File: src/design/ats_pkg.sv
// Package for the affine transform stack: widths, op and error codes, constants.
// No dependencies.
package ats_pkg;
   localparam int STACK_DEPTH = 16;
   localparam int FRAC_BITS   = 16;
   localparam int LVL_W       = $clog2(STACK_DEPTH + 1);
   localparam int ENT_W       = $clog2(STACK_DEPTH);
   localparam int ADDR_W      = $clog2(STACK_DEPTH * 6);
   localparam logic signed [31:0] Q_ONE = 32'sd1 <<< FRAC_BITS;

   localparam logic [1:0] OP_ENTER = 2'd0;
   localparam logic [1:0] OP_EXIT  = 2'd1;
   localparam logic [1:0] OP_SET   = 2'd2;
   localparam logic [1:0] OP_MAP   = 2'd3;

   localparam logic [1:0] ERR_NONE  = 2'd0;
   localparam logic [1:0] ERR_OVER  = 2'd1;
   localparam logic [1:0] ERR_UNDER = 2'd2;

   typedef struct packed {
      logic [1:0]         op;
      logic signed [31:0] coef_a;
      logic signed [31:0] coef_b;
      logic signed [31:0] coef_c;
      logic signed [31:0] coef_d;
      logic signed [31:0] coef_e;
      logic signed [31:0] coef_f;
      logic signed [31:0] point_x;
      logic signed [31:0] point_y;
   } req_type;

   typedef struct packed {
      logic signed [31:0] mapped_x;
      logic signed [31:0] mapped_y;
      logic               point_valid;
      logic [1:0]         error_code;
   } rsp_type;

   function automatic logic signed [31:0] ident_word(input logic [2:0] idx);
      ident_word = (idx == 3'd0 || idx == 3'd3) ? Q_ONE : 32'sd0;
   endfunction

   function automatic logic signed [31:0] sat32(input logic signed [65:0] v);
      if (v > 66'sh0_7FFF_FFFF) sat32 = 32'sh7FFF_FFFF;
      else if (v < -66'sh0_8000_0000) sat32 = 32'sh8000_0000;
      else sat32 = v[31:0];
   endfunction
endpackage

File: src/design/ats_mac.sv
// Shared rounded Q multiplier with a registered product.
// Depends on ats_pkg.
module ats_mac (
   input  logic               clock,
   input  logic signed [31:0] op_x,
   input  logic signed [31:0] op_y,
   output logic signed [47:0] prod_ff
);
   import ats_pkg::*;
   logic signed [63:0] full;
   logic signed [63:0] rnd;
   logic signed [47:0] prod_in;

   always_comb begin
      full    = op_x * op_y;
      rnd     = full + (64'sd1 <<< (FRAC_BITS - 1));
      prod_in = 48'(rnd >>> FRAC_BITS);
   end

   always_ff @(posedge clock) begin
      prod_ff <= prod_in;
   end
endmodule

File: config.mk
export PLATFORM = sky130hd
export DESIGN_NAME = ats_mac
export DESIGN_NICKNAME = d
export VERILOG_FILES = /design/src/design/ats_pkg.sv /design/src/design/ats_mac.sv
export SDC_FILE = /design/constraint.sdc
export NUM_CORES = 2
export LEC_CHECK = 0
export BUFFER_PORTS_ARGS = -buffer_cell sky130_fd_sc_hd__buf_2
export CAP_MARGIN = 20
export CORE_ASPECT_RATIO = 0.7
export CORE_UTILIZATION = 55
export CTS_CLUSTER_DIAMETER = 100
export CTS_CLUSTER_SIZE = 20
export DETAILED_ROUTE_END_ITERATION = 10
export GPL_TIMING_DRIVEN = 0
export HOLD_SLACK_MARGIN = 0.02
export PLACE_DENSITY = 0.69
export SYNTH_ARGS = -nofsm -noshare
export SYNTH_HDL_FRONTEND = slang
export SYNTH_SLANG_ARGS = --single-unit
File: constraint.sdc
create_clock -name clock -period 20.6 [get_ports clock]
set_clock_uncertainty 0.05 [all_clocks]
set_input_delay 1.03 -clock clock [delete_from_list [all_inputs] [get_ports clock]]
set_output_delay 1.03 -clock clock [all_outputs]
set_load 0.005 [all_outputs]
==> impl_metrics.toml <==
[status]
outcome = "finished clean"

[global_route]
grt_pass1_vias = 28638
grt_start_max_net_pins = 24
grt_usage_pct = 42.0
grt-ovfl-total = 0
antenna_found_initial = 11
grt_pass1_wl_um = 201000

[synth]
synth-edff-count = 0
syn_nets = 5190
yosysWarnings = 0
synthXorXnorAreaFrac_pct = 1.48
syn_area_sq_um = 36700
synth-simple-area-share_pct = 15.5
synth_top_family_by_area = "adder cells"
synth_cell_types = 60
synth_compound_gate_area_share_pct = 3.28
async_flop_share_pct = 0
syn_avg_cell_area_sq_um = 9.51
yosys-mux-area-fraction_pct = 0
synth_fa_ha_area_share_pct = 65.0
yosysSeqAreaShare_pct = 2.62
synthCells = 3866
ys.flop_type = "dfxtp_1"
synth_seq_cells = 48

[floorplan]
initial_core_util_pct = 56.2
fp.dieW_um = 311
ios = 113
rows = 78
dieHeight_um = 218
die_area_sq_um = 67900
core_sq_um = 65400

[clocking]
post_cts_buffers = 0
clockBufferDepth = 2
postCtsHoldBufs = 0
htree_levels = 2
cts_buffers = 5
clock-sinks = 48
clkTransAtPathRegs_ns = 0.09
clockRootBuffer = "clkbuf_16"
cts_tree = "yes"
cts.repair.resized = 0

[setup_path]
endpoint_kind = "register"
worstSetupStartpointType = "input pin"
crit_arrival_ns = 11.57
critPathRequiredTime_ns = 20.83
worstSetupPathType = "input pin to register"
worst-path-max-fanout = 10

[place]
hpwl_um = 119000
placed_area_sq_um = 38400
globalplace.congestion = 1.09
port_buffers = 112
dp_slack_ns = 9.53

[sta]
tightest_slew_ns = 1.26
hold_viol_final = 0
setup_ws_ns = 9.26
max_freq_mhz = 88.2
slew_violations = 0
setup_viol = 0
period_needed_ns = 11.34
finalSetupTns_ns = 0
period_share_pct = 55.0
slew_headroom_pct = 15.9
rsz0062_at_grt = "no"
hold_slack_ns = 1.65

[cells_and_area]
largest_register_ffs = 48
area_growth_pct = 5.07
stdcell_area_sq_um = 38600
num-nets-final = 5310
top_register = "prod_ff"
reg_top3 = "prod_ff: 48 flops"
drive_gt1_share_pct = 3.71

[routing]
routedWlPerCell_um = 27.6
drt_pass1_iterations = 6
initialDrtViolationCount = 3131
wirelength_um = 135000
post_drt_via_cell_ratio = 5.62
drt.antenna.violating_nets = 0
drc = 0
vias = 27410

[worst_hold_path]
worstHoldPathType = "input pin to register"
min_path_cells = 7
hp-start = "op_x[0]"
whs_endpoint = "prod_ff[0]"

[flow_run]
max_cap_violations = 0
[cells by family after synthesis]
kind of cell,after synthesis
adder cells (fa/ha/maj),1259
buffers and inverters,1184
AND/OR/NAND/NOR,1139
AO/OA/AOI/OAI,174
XOR/XNOR,62
flip-flops,48
[how the worst max path moves through the flow]
| stage | endpoint | start |
|---|---|---|
| 3_5_place_dp | prod_ff[47] | op_y[7] |
| 5_1_grt | prod_ff[47] | op_y[7] |
| 2_1_floorplan | prod_ff[47] | op_y[2] |
| 6_report | prod_ff[47] | op_y[7] |
| 3_3_place_gp | prod_ff[47] | op_y[2] |
| 4_1_cts | prod_ff[47] | op_y[7] |
[through the flow]
stage | utilization, % | std cells
3_5_place_dp | 58.8 | 4858
4_1_cts | 59.0 | 4866
5_1_grt | 59.0 | 4867
6_report | 59.0 | 4877
3_3_place_gp | 58.7 | 4858
2_1_floorplan | - | 3866
[worst max-delay path, stage by stage]
cell	delay, ns
buf_2	0.14
clkbuf_1	0.86
and2_1	0.60
fa_1	0.50
inv_1	0.24
fa_1	0.47
inv_1	0.22
fa_1	0.49
fa_1	1.07
inv_1	0.56
fa_1	0.63
inv_1	0.06
fa_1	0.56
inv_1	0.06
fa_1	0.53
inv_1	0.07
fa_1	0.50
ha_1	0.39
a21oi_1	0.25
o21bai_1	0.09
a21oi_1	0.22
o21ai_0	0.26
a311oi_1	0.39
o21ai_0	0.12
a21oi_1	0.24
o21ai_0	0.49
a21oi_1	0.36
xnor2_1	0.14
[layout by cell type, fill, tap and decap left out, types with 3 or more instances in the layout]
master and instances:
fa_1 1081, inv_1 975, nand2_1 513, and2_1 512, clkbuf_1 197, ha_1 177, buf_2 116, a21oi_1 61
nor2_1 51, dfxtp_1 48, xnor2_1 43, o21ai_0 31, a21o_1 22, xor2_1 19, nand4_1 17, nand3_1 11
diode_2 10, o21bai_1 9, nand2b_1 8, nor3_1 8, a211oi_1 6, a31oi_1 6, o21a_1 6, nor2b_1 5
clkbuf_16 5, and3_1 4, buf_1 3, clkbuf_2 3, o21ai_2 3, or3_1 3, o31ai_1 3
[synthesized netlist by cell type, types with 9 or more instances]
| library cell | number | area (sq um) |
|---|---|---|
| a21oi_1 | 61 | 305 |
| nor2_1 | 51 | 191 |
| nand4_1 | 17 | 106 |
| o21ai_0 | 31 | 155 |
| o21bai_1 | 9 | 67.6 |
| clkbuf_1 | 197 | 739 |
| nand2_1 | 513 | 1930 |
| nand3_1 | 11 | 55.1 |
| xor2_1 | 19 | 166 |
| a21o_1 | 22 | 165 |
| ha_1 | 177 | 2210 |
| xnor2_1 | 43 | 377 |
| inv_1 | 975 | 3660 |
| dfxtp_1 | 48 | 961 |
| and2_1 | 512 | 3200 |
| fa_1 | 1082 | 21700 |
[cell type report]
class                           count  area, sq um
Antenna cell                       10         25.0
Buffer                            208          797
Clock buffer                        5          125
Clock inverter                      3         26.3
Fill cell                        5873        26800
Inverter                          976         3660
Multi-Input combinational cell   2634        31300
Sequential cell                    48          961
Tap cell                          880         1100
Timing Repair Buffer              113          576
[metal layers]
| metal | part of all wire (%) | up-vias | GRT usage (%) |
|---|---|---|---|
| met1 | 42 | 14173 | 62.8 |
| met2 | 37 | 1837 | 52.9 |
| met4 | 2.2 | 2 | 8.52 |
| met3 | 19 | 205 | 22.6 |
| li1 | - | 11193 | - |
| met5 | 0.034 | - | 0 |
Power is not shown: default switching activity piles up to over one toggle a cycle in this logic, so the estimate is an artifact.
