===== src/design/ats_pkg.sv =====
// Package for the affine transform stack: widths, op and error codes, constants.
// No dependencies.
package ats_pkg;
   localparam int STACK_DEPTH = 16;
   localparam int FRAC_BITS   = 16;
   localparam int LVL_W       = $clog2(STACK_DEPTH + 1);
   localparam int ENT_W       = $clog2(STACK_DEPTH);
   localparam int ADDR_W      = $clog2(STACK_DEPTH * 6);
   localparam logic signed [31:0] Q_ONE = 32'sd1 <<< FRAC_BITS;

   localparam logic [1:0] OP_ENTER = 2'd0;
   localparam logic [1:0] OP_EXIT  = 2'd1;
   localparam logic [1:0] OP_SET   = 2'd2;
   localparam logic [1:0] OP_MAP   = 2'd3;

   localparam logic [1:0] ERR_NONE  = 2'd0;
   localparam logic [1:0] ERR_OVER  = 2'd1;
   localparam logic [1:0] ERR_UNDER = 2'd2;

   typedef struct packed {
      logic [1:0]         op;
      logic signed [31:0] coef_a;
      logic signed [31:0] coef_b;
      logic signed [31:0] coef_c;
      logic signed [31:0] coef_d;
      logic signed [31:0] coef_e;
      logic signed [31:0] coef_f;
      logic signed [31:0] point_x;
      logic signed [31:0] point_y;
   } req_type;

   typedef struct packed {
      logic signed [31:0] mapped_x;
      logic signed [31:0] mapped_y;
      logic               point_valid;
      logic [1:0]         error_code;
   } rsp_type;

   function automatic logic signed [31:0] ident_word(input logic [2:0] idx);
      ident_word = (idx == 3'd0 || idx == 3'd3) ? Q_ONE : 32'sd0;
   endfunction

   function automatic logic signed [31:0] sat32(input logic signed [65:0] v);
      if (v > 66'sh0_7FFF_FFFF) sat32 = 32'sh7FFF_FFFF;
      else if (v < -66'sh0_8000_0000) sat32 = 32'sh8000_0000;
      else sat32 = v[31:0];
   endfunction
endpackage


===== src/design/ats_stack_mem.sv =====
// Coefficient stack memory: one write port, one registered read port.
// Depends on ats_pkg.
module ats_stack_mem (
   input  logic                      clock,
   input  logic                      wr_en,
   input  logic [ats_pkg::ADDR_W-1:0] wr_addr,
   input  logic signed [31:0]        wr_data,
   input  logic [ats_pkg::ADDR_W-1:0] rd_addr,
   output logic signed [31:0]        rd_data
);
   import ats_pkg::*;
   logic signed [31:0] mem [STACK_DEPTH*6];

   always_ff @(posedge clock) begin
      if (wr_en) mem[wr_addr] <= wr_data;
      rd_data <= mem[rd_addr];
   end
endmodule


===== config.mk =====
export PLATFORM = sky130hd
export DESIGN_NAME = ats_stack_mem
export DESIGN_NICKNAME = d
export VERILOG_FILES = /design/src/design/ats_pkg.sv /design/src/design/ats_stack_mem.sv
export SDC_FILE = /design/constraint.sdc
export NUM_CORES = 2
export LEC_CHECK = 0
export ABC_CLOCK_PERIOD_IN_PS = 7330
export BUFFER_PORTS_ARGS = -buffer_cell sky130_fd_sc_hd__buf_2
export CAP_MARGIN = 15
export CELL_PAD_IN_SITES_DETAIL_PLACEMENT = 0
export CELL_PAD_IN_SITES_GLOBAL_PLACEMENT = 1
export CORE_MARGIN = 1.5
export CORE_UTILIZATION = 50
export CTS_CLUSTER_SIZE = 12
export DETAILED_ROUTE_END_ITERATION = 12
export HOLD_SLACK_MARGIN = 0.02
export PLACE_DENSITY = 0.71
export SLEW_MARGIN = 40
export SYNTH_ARGS = -nofsm -noshare
export SYNTH_HDL_FRONTEND = slang
export SYNTH_SLANG_ARGS = --single-unit

===== constraint.sdc =====
create_clock -name clock -period 7.33 [get_ports clock]
set_clock_uncertainty 0.15 [all_clocks]
set_input_delay 1.466 -clock clock [delete_from_list [all_inputs] [get_ports clock]]
set_output_delay 1.466 -clock clock [all_outputs]
set_load 0.01 [all_outputs]

==> results.cfg <==
[worst_setup_path]
path_max_fanout = 77
required_ps = 7960
worst_path_max_delay_cell = mux2i_1
crit_path_start_kind = input pin
end_kind = flip-flop
slowest_delay_ps = 660
rr_startpoint = mem[61][7]$_DFFE_PP_
r2r_slack_ps = 4300
crit_type = input pin to flip-flop
path_cells = buf_12 -> buf_12 -> buf_4 -> mux4_2 -> mux2i_1 -> o21ai_0 -> nor2_1 -> o21ai_1
reg2reg_depth = 6
r2r_end = rd_data[7]$_DFF_P_
path_common_cell = buf_12
arrival_ps = 5330

[clock_tree]
cts_hold_buf = 0
cts_buffer_depth = 4
cts_setup_buffers = 0
clock_latency_ps = 950
clkSlewWorstSetupHoldPaths_ps = 60
cts_buffers = 332
cts_resized = 0
ctsHtreeMaxLevel = 5
cts_sinks = 3104
cts_root_buf = clkbuf_16
tritoncts = built

[timing]
relSlewSlack = 0.353
period_share = 0.642
tightestPinTransition_ps = 971
drv_slew = 0
setup-violations-final = 0
hold_viol = 0
tns_ps = 0
max_freq_mhz = 213
period_needed_ps = 4700
rsz0062_at_grt = no

[synth]
seq_area_frac_synth = 0.785
syn_area_per_cell_um2 = 22.4
synth_cell_type_count = 55
ys_ff_latch = 3104
syn_area_um2 = 118000
synthFlopType = edfxtp_1
netlist_instances = 5279
synth_edf_count = 3072
synthesis.nets = 5327
async_reset_ff_frac = 0
ys_warn_count = 0

[layout]
mostFrequentLayoutCell = edfxtp_1
final_layout_size_suffix_gt1_frac = 0.266
area_delta_synth_final_pct = 13.4
nFillCells = 17200
layoutNonFillerInstCount = 9036
layout.cells.most_common_list = edfxtp_1 (3072), mux4_2 (670), clkbuf_16 (337)
finalNetCount = 5716

[global_route]
grt_overflow = 0
antenna_found_initial = 27
grt_pass1_wl_um = 470000
grt_pass1_vias = 58200
grt_usage = 0.287
grt_max_degree = 97

[job]
drv_cap = 0

[die]
row_count = 178
dieArea_um2 = 240000
die_h_um = 489
die_width_um = 489
start_util = 0.503
coreArea_um2 = 235000
ios = 80

[drt]
vias = 59800
wirelength_um = 341000
final_antenna_net_count = 0
post_drt_wl_per_cell_um = 37.8
drt_first_pass_iters = 6
route.detailed.drc = 0
vias_per_cell = 6.61
drtIter0Drc = 9042

[placement]
hpwlAfterDp_um = 200000
dp.cells = 8479
place.gp.congestion = 0.835
numPortBuffers = 79

[power_and_ir_drop]
ir_drop_uv = 234
p_leak_nw = 42.1
power_density_nw_per_um2 = 274
power_w = 0.0368

[status]
status = complete, no violations

[hold_path]
holdPathStages = 3
min_path_type = flip-flop to flip-flop
hold_start = mem[12][15]$_DFFE_PP_
hold_end = rd_data[15]$_DFF_P_
-- power by group --
part           switching (W)  internal (W)  leakage [nW]
clock                0.00654       0.00872          4.67
sequential         0.0000651        0.0196          27.9
combinational        0.00126      0.000622          9.56
-- worst max path at each step --
stage / startpoint / to / slack, ps / cells past startpoint
after floorplan: wr_addr[5] / mem[50][0]$_DFFE_PP_ / 2520 / 3
after global placement: rd_addr[0] / rd_data[25]$_DFF_P_ / 1530 / 7
after detailed placement: rd_addr[0] / rd_data[30]$_DFF_P_ / 1740 / 8
after CTS: rd_addr[0] / rd_data[30]$_DFF_P_ / 2760 / 8
after global routing: rd_addr[0] / rd_data[30]$_DFF_P_ / 2590 / 8
final: rd_addr[0] / rd_data[30]$_DFF_P_ / 2630 / 8
-- worst max-delay path, delay by kind of cell --
| family | cells | cell delay [ps] |
|---|---|---|
| AOI/OAI and AO/OA | 2 | 340 |
| muxes | 2 | 1240 |
| buffers and inverters | 3 | 1470 |
| and+or+nand+nor | 1 | 470 |
-- cell type report --
class | count | area [um2] | share of cell area
antenna | 15 | 37.5 | 0.000280
clock buffer | 464 | 9100 | 0.0678
clock inverter | 73 | 500 | 0.00373
inverter | 3 | 13.8 | 0.000103
multi-input combinational | 1895 | 24600 | 0.184
sequential | 3104 | 92900 | 0.692
tap | 3150 | 3940 | 0.0294
timing repair buffer | 332 | 3050 | 0.0227
-- per-layer routing --
metal,routed length [um],global-route usage,vias up
li1,-,-,23300
met1,132000,0.410,32300
met2,160000,0.442,3611
met3,36900,0.0576,576
met4,13300,0.103,14
met5,88,0,-
-- cells in the mapped netlist (9+ instances only) --
| cell | n | share of area |
|---|---|---|
| nand2_1 | 97 | 0.0031 |
| clkbuf_1 | 97 | 0.0031 |
| a221oi_1 | 41 | 0.0030 |
| nor4_1 | 10 | 0.00053 |
| nor2_1 | 132 | 0.0042 |
| or3_1 | 12 | 0.00063 |
| mux2_2 | 21 | 0.0020 |
| mux2i_1 | 300 | 0.025 |
| buf_4 | 42 | 0.0027 |
| nor3_1 | 36 | 0.0015 |
| nand3_1 | 68 | 0.0029 |
| mux4_2 | 670 | 0.13 |
| and2_1 | 9 | 0.00048 |
| buf_6 | 51 | 0.0049 |
| o21ai_1 | 15 | 0.00063 |
| dfxtp_1 | 32 | 0.0054 |
| a22o_1 | 31 | 0.0023 |
| buf_1 | 17 | 0.00054 |
| a21oi_1 | 60 | 0.0025 |
| nor2b_1 | 34 | 0.0018 |
| o22ai_1 | 87 | 0.0046 |
| buf_2 | 65 | 0.0027 |
| edfxtp_1 | 3072 | 0.78 |
| o21ai_0 | 17 | 0.00072 |
| a211oi_1 | 27 | 0.0017 |
| a22oi_1 | 126 | 0.0080 |
| a31oi_1 | 13 | 0.00069 |
| nand2b_1 | 13 | 0.00069 |
| o221ai_1 | 17 | 0.0013 |
-- cell families after synthesis --
kind of cell / count (synthesis) / synth area share
buf+inv: 280 / 0.0147
mux: 991 / 0.155
compound gates: 467 / 0.0279
flops: 3104 / 0.785
simple gates: 437 / 0.0173
-- metrics by stage --
step	setup WS (ps)	cell area (um2)	hold slack (ps)	utilization
after global placement	1530	124000	627	0.526
final	2630	134000	652	0.570
after floorplan	2520	118000	498	-
after global routing	2590	134000	682	0.570
after CTS	2760	134000	658	0.570
after detailed placement	1740	124000	651	0.529
-- sequential cells by signal, indices dropped and copies added (netlist names) --
| register | count |
|---|---|
| rd_data | 32 |
| mem | 3072 |
No activity file was read; power rests on OpenSTA's default activity.
